--- src/bil_pkg.sv ---
// bucketed interval lookup: shared constants, types and the request struct
// no dependencies
package bil_pkg;
	localparam int TimeBits = 48;
	localparam int IdxBits = 10;
	localparam int MaxIntervals = 1024;
	localparam int MaxBuckets = 1024;
	localparam int CntBits = 11;
	localparam int QDepth = 4;
	localparam int QBits = 2;

	localparam logic [1:0] ST_OK = 2'd0;
	localparam logic [1:0] ST_INVALID = 2'd1;
	localparam logic [1:0] ST_FULL = 2'd2;
	localparam logic [1:0] ST_NOMAP = 2'd3;

	localparam logic REQ_LOAD = 1'b0;
	localparam logic REQ_QUERY = 1'b1;

	typedef struct packed {
		logic kind;
		logic [TimeBits-1:0] a;
		logic [TimeBits-1:0] b;
		logic last;
	} req_t;

	typedef enum logic [3:0] {
		S_IDLE, S_RD0, S_RDLAST, S_DIV, S_MAPRD, S_MAPCMP,
		S_QRD, S_QDIV, S_QMAP, S_QMAPW, S_SRD, S_SCMP, S_OUT
	} state_t;
endpackage

--- src/bil_front.sv ---
// bucketed interval lookup: input item queue between the port and the engine
// depends on bil_pkg
module bil_front import bil_pkg::*; (
	input logic clk,
	input logic arst_n,
	input logic in_valid,
	output logic in_ready,
	input req_t in_req,
	output logic q_valid,
	input logic q_pop,
	output req_t q_req
);
	req_t mem_q [QDepth];
	logic [QBits-1:0] wp_q, rp_q;
	logic [QBits:0] cnt_q;
	logic push;

	assign in_ready = (cnt_q != QBits'(0) + (QBits+1)'(QDepth));
	assign push = in_valid && in_ready;
	assign q_valid = (cnt_q != '0);
	assign q_req = mem_q[rp_q];

	always_ff @(posedge clk) begin
		if (push) mem_q[wp_q] <= in_req;
	end

	always_ff @(posedge clk or negedge arst_n) begin
		if (!arst_n) begin
			wp_q <= '0;
			rp_q <= '0;
			cnt_q <= '0;
		end else begin
			if (push) wp_q <= wp_q + 1'b1;
			if (q_pop) rp_q <= rp_q + 1'b1;
			cnt_q <= cnt_q + (QBits+1)'(push) - (QBits+1)'(q_pop);
		end
	end
endmodule

--- config.mk ---
export PLATFORM = sky130hd
export DESIGN_NAME = bil_front
export DESIGN_NICKNAME = d
export VERILOG_FILES = /design/src/bil_pkg.sv /design/src/bil_front.sv
export SDC_FILE = /design/constraint.sdc
export NUM_CORES = 1
export LEC_CHECK = 0
export ABC_CLOCK_PERIOD_IN_PS = 4300
export BUFFER_PORTS_ARGS = -buffer_cell sky130_fd_sc_hd__buf_2
export CAP_MARGIN = 40
export CORE_ASPECT_RATIO = 0.8
export CORE_MARGIN = 2
export CORE_UTILIZATION = 57
export DETAILED_ROUTE_END_ITERATION = 8
export HOLD_SLACK_MARGIN = 0.05
export PLACE_DENSITY = 0.79
export SLEW_MARGIN = 20
export SYNTH_ARGS = -nofsm -noshare
export SYNTH_HDL_FRONTEND = slang
export SYNTH_SLANG_ARGS = --single-unit
--- constraint.sdc ---
create_clock -name clk -period 4.3 [get_ports clk]
set_clock_uncertainty 0.05 [all_clocks]
set_input_delay 0.86 -clock clk [delete_from_list [all_inputs] [get_ports clk]]
set_output_delay 0.86 -clock clk [all_outputs]
set_load 0.01 [all_outputs]
**Yosys cells after proc, flatten, opt, wreduce, memory -nomap -nowiden**

Memories as Yosys holds them, arrays and structs flattened.
Index checks and enable logic that the tools add are counted.
W data, S select, Z words.

- RAM bits: 392
- Memories kept: 1
- Memory bits (read-only): 0
- Output and inout bits: 100
- Logic and storage cells: 13
- Input bits: 102
- Bits in latches: 0
- Register bits after elaboration: 7

Memories:

| memory | depth | bits a word | rd ports | clocked after memory_dff | write ports | RTL line | source |
|---|---|---|---|---|---|---|---|
| mem_q | 4 | 98 | 1 | 0 | 1 | bil_front.sv:13 | `req_t mem_q [QDepth];` |

- Equality and inequality tests: 1
- Shift-type cells: 0
- $mul: 0
- Bitwise logic cells: 0
- Divide/modulo/power cells: 0
- Add/subtract/negate cells: 4
- Magnitude comparators: 0
- Reduce and logical (&&, ||, !) cells: 2
- Mux-type cells: 2

Operators by type and width:

| kind | count |
|---|---|
| $add A2 B1 Y2 const B | 2 |
| $add A3 B1 Y3 | 1 |
| $ne A3 B3 Y1 const B | 1 |
| $reduce_bool A3 Y1 | 1 |
| $sub A3 B1 Y3 | 1 |
| $mux W1 | 2 |
| $logic_and A1 B1 Y1 | 1 |

**Longest topological paths before layout**

- Depth after elaboration: 4
- Gate-level depth with buffers: 9
- Depth with buffers taken out: 9

**Worst setup path after synthesis**

Ideal clock, no wire load.

- Path kind: input to register
- Start point: input port in_valid
- End point: memory mem_q[0][0] (netlist bit), enable pin
- Library setup time: 469 ps
- Path slack: 592 ps
- Data required time: 3781 ps
- Cell stages on the path: 1
- Path buffers: 0
- Data arrival time: 3190 ps
- Path through: and3b_1

- Word-level cells in the longest chain between the ends: 3

RTL lines:

| element | RTL line | source |
|---|---|---|
| start: declaration | bil_front.sv:6 | `input logic in_valid,` |
| $logic_and A1 B1 Y1 | bil_front.sv:19 | `assign push = in_valid && in_ready;` |
| $mux W1 | bil_front.sv:24 | `if (push) mem_q[wp_q] <= in_req;` |
| $mux W1 (not written as such) | bil_front.sv:24 |  |
| end: declaration | bil_front.sv:13 |  |

No other way between the ends.

==> impl_metrics.toml <==
[timing]
max_slew_margin = 0.461
period_share = 0.754
max_freq_mhz = 308
rsz0062_at_grt = "false"
final-setup-viol-count = 0
finalHoldViolCount = 0
post-route-min-period_ns = 3.24
setup-tns-final_ns = 0
worstMarginPinSlew_ns = 0.809
maxSlewViolCount = 0
layout_setup_ws_ns = 1.06

[global_route]
met2_usage = 0.312
grt_overflow = 0
use_met3 = 0.0586
grt.total_usage = 0.199
use_met1 = 0.282
grt_pass1_vias = 7058
grt_max_degree = 71
top_usage_layer = "met2"
antenna_found_initial = 8
grt_pass1_wl_um = 40400

[setup_path]
cp.buffers_inverters = 3
crit_start = "rp_q[0]"
crit_slowest_cell = "mux4_2"
critical_path_class = "reg -> out"
critical-path-max-stage-delay_ns = 0.56
critPathMaxFanout = 24
crit_path_end_kind = "output pin"
cpLargestDelayFamily = "buffers and inverters"
cp_cell_sequence = "buf_4 > buf_12 > mux4_2 > buf_2"
timing.rr.start = "cnt_q[1]"
worstPathArrival_ns = 2.33
required_ns = 3.39
startpoint_type = "register"

[logic_synthesis]
synth.avg_cell_area_um2 = 26.6
synth_seq_cells = 399
synth_area_leaders = "edfxtp_1, mux4_2, buf_12"
yosysTopAreaCell = "edfxtp_1"
yosysTopAreaCellShare = 0.801
yosys.cell_types.count = 19
netlist_area_um2 = 14700
yosysSeqAreaShare = 0.813
yosys_warnings = 0
synthCells = 552
postSynthNetCount = 661

[clock_network]
cts.sinks = 399
cts_buffers = 38
clk_pin_slew_ns = 0.06
ctsHtreeMaxLevel = 2
cts_buffer_depth = 3
ctsHoldBuffers = 0
cts-root-buf = "clkbuf_16"
clk_latency_ns = 0.52
post_cts_buffers = 0
cts_tree = "done"
cts_resized = 0

[route]
vias_per_cell = 5.75
num_vias = 6559
wire_per_inst_um = 23.3
drtAntennaViolNets = 0
drt_first_pass_iters = 5
drt_iter0_markers = 554
drcViolationCount = 0
drt_wl_total_um = 26500

[placed_design]
place.gp.congestion = 0.772
dpl_cell_area_um2 = 16000
post-place-ws_ns = 1.46
dp_hpwl_um = 15500
port_buffers = 201
placed_cells = 1062

[floorplan]
initial_utilization = 0.581
fp.coreArea_um2 = 25300
die_y_um = 148
die-area_um2 = 27100
num_rows = 52
chipWidth_um = 184
pin_count = 202

[pwr]
p_leak_uw = 0.00591
p_per_area_nw_per_um2 = 698
ir_drop_uv = 467
fin_total_pwr_uw = 12100

[cells_and_area]
finalInstanceArea_um2 = 17300
drive_gt1_frac = 0.456
nets = 891
fin_cells = 1140
syn_to_final_growth_pct = 17.9

[run]
cap_violations = 0

[worst_hold_path]
hold_class = "in -> async"

[status]
outcome = "finished clean"
## layout by cell type (no fill, tap or decap), types with 4 or more instances in the layout
| cell type | n |
|---|---|
| edfxtp_1 | 392 |
| buf_2 | 201 |
| mux4_2 | 98 |
| clkbuf_16 | 41 |
| buf_12 | 10 |
| clkinv_1 | 8 |
| clkbuf_1 | 8 |
| diode_2 | 6 |
| inv_1 | 6 |
| ha_1 | 6 |
| clkinv_2 | 6 |
| dfrtp_1 | 5 |
| nand2b_1 | 4 |
| and3b_4 | 4 |
| bufinv_16 | 4 |
## metal layers
metal  vias up  wire, um
li1       2847         -
met1      3413     11100
met2       258     12700
met3        35      2250
met4         6       361
met5         -        34
## synth_stat cells
cell and count:
edfxtp_1 392, mux4_2 98, buf_12 10, buf_2 10
dfrtp_1 7, ha_1 6, inv_1 6, and3b_1 4
nand2b_1 4, xnor2_1 3, nand2_1 2, nand4bb_1 2
o211ai_1 2, buf_4 1, buf_6 1, fa_1 1
nor3b_2 1, or3_1 1, xor2_1 1
## report_power, final
part	switching, uW	internal [uW]	total, uW
combinational	1820	1620	3430
sequential	256	5130	5380
clock	1310	1970	3280
## final cells by class
| class | instances | area, um^2 |
|---|---|---|
| flip-flops and latches | 399 | 12000 |
| well taps | 324 | 405 |
| diodes | 6 | 15.0 |
| inverters | 6 | 22.5 |
| multi-input cells | 125 | 2480 |
| clock inverters | 19 | 188 |
| fillers | 1500 | 7980 |
| repair buffers | 212 | 1210 |
| clock buffers | 49 | 1060 |
## sequential cells by signal, summed over array words and instances, names as in the netlist
name and cells:
mem_q 392, cnt_q 3, rp_q 2, wp_q 2
## final timing paths
kind                                      to  slack (ns)  cells past startpoint
worst max-delay path               q_req[50]        1.06                      4
worst min-delay path                 rp_q[1]        0.12                      1
worst max register to register      cnt_q[2]        1.87                      9
worst min register to register      cnt_q[0]        0.57                      1
max in group asynchronous            rp_q[0]        3.90                      1
min in group clk                mem_q[2][16]        0.51                      1
## through the flow
step,hold slack (ns),util
3_3_place_gp,0.512,0.632
3_5_place_dp,0.553,0.632
6_report,0.117,0.685
4_1_cts,0.0993,0.681
5_1_grt,0.109,0.684
2_1_floorplan,0.492,-
## kinds of logic after synthesis
group | Yosys count | share of synthesized area
flops | 399 | 0.813
buf+inv | 28 | 0.0198
simple gates | 14 | 0.00741
xor+xnor | 4 | 0.00238
fa+ha+maj | 7 | 0.00647
compound gates | 2 | 0.00102
mux | 98 | 0.150
(Power assumes the default switching activity.)
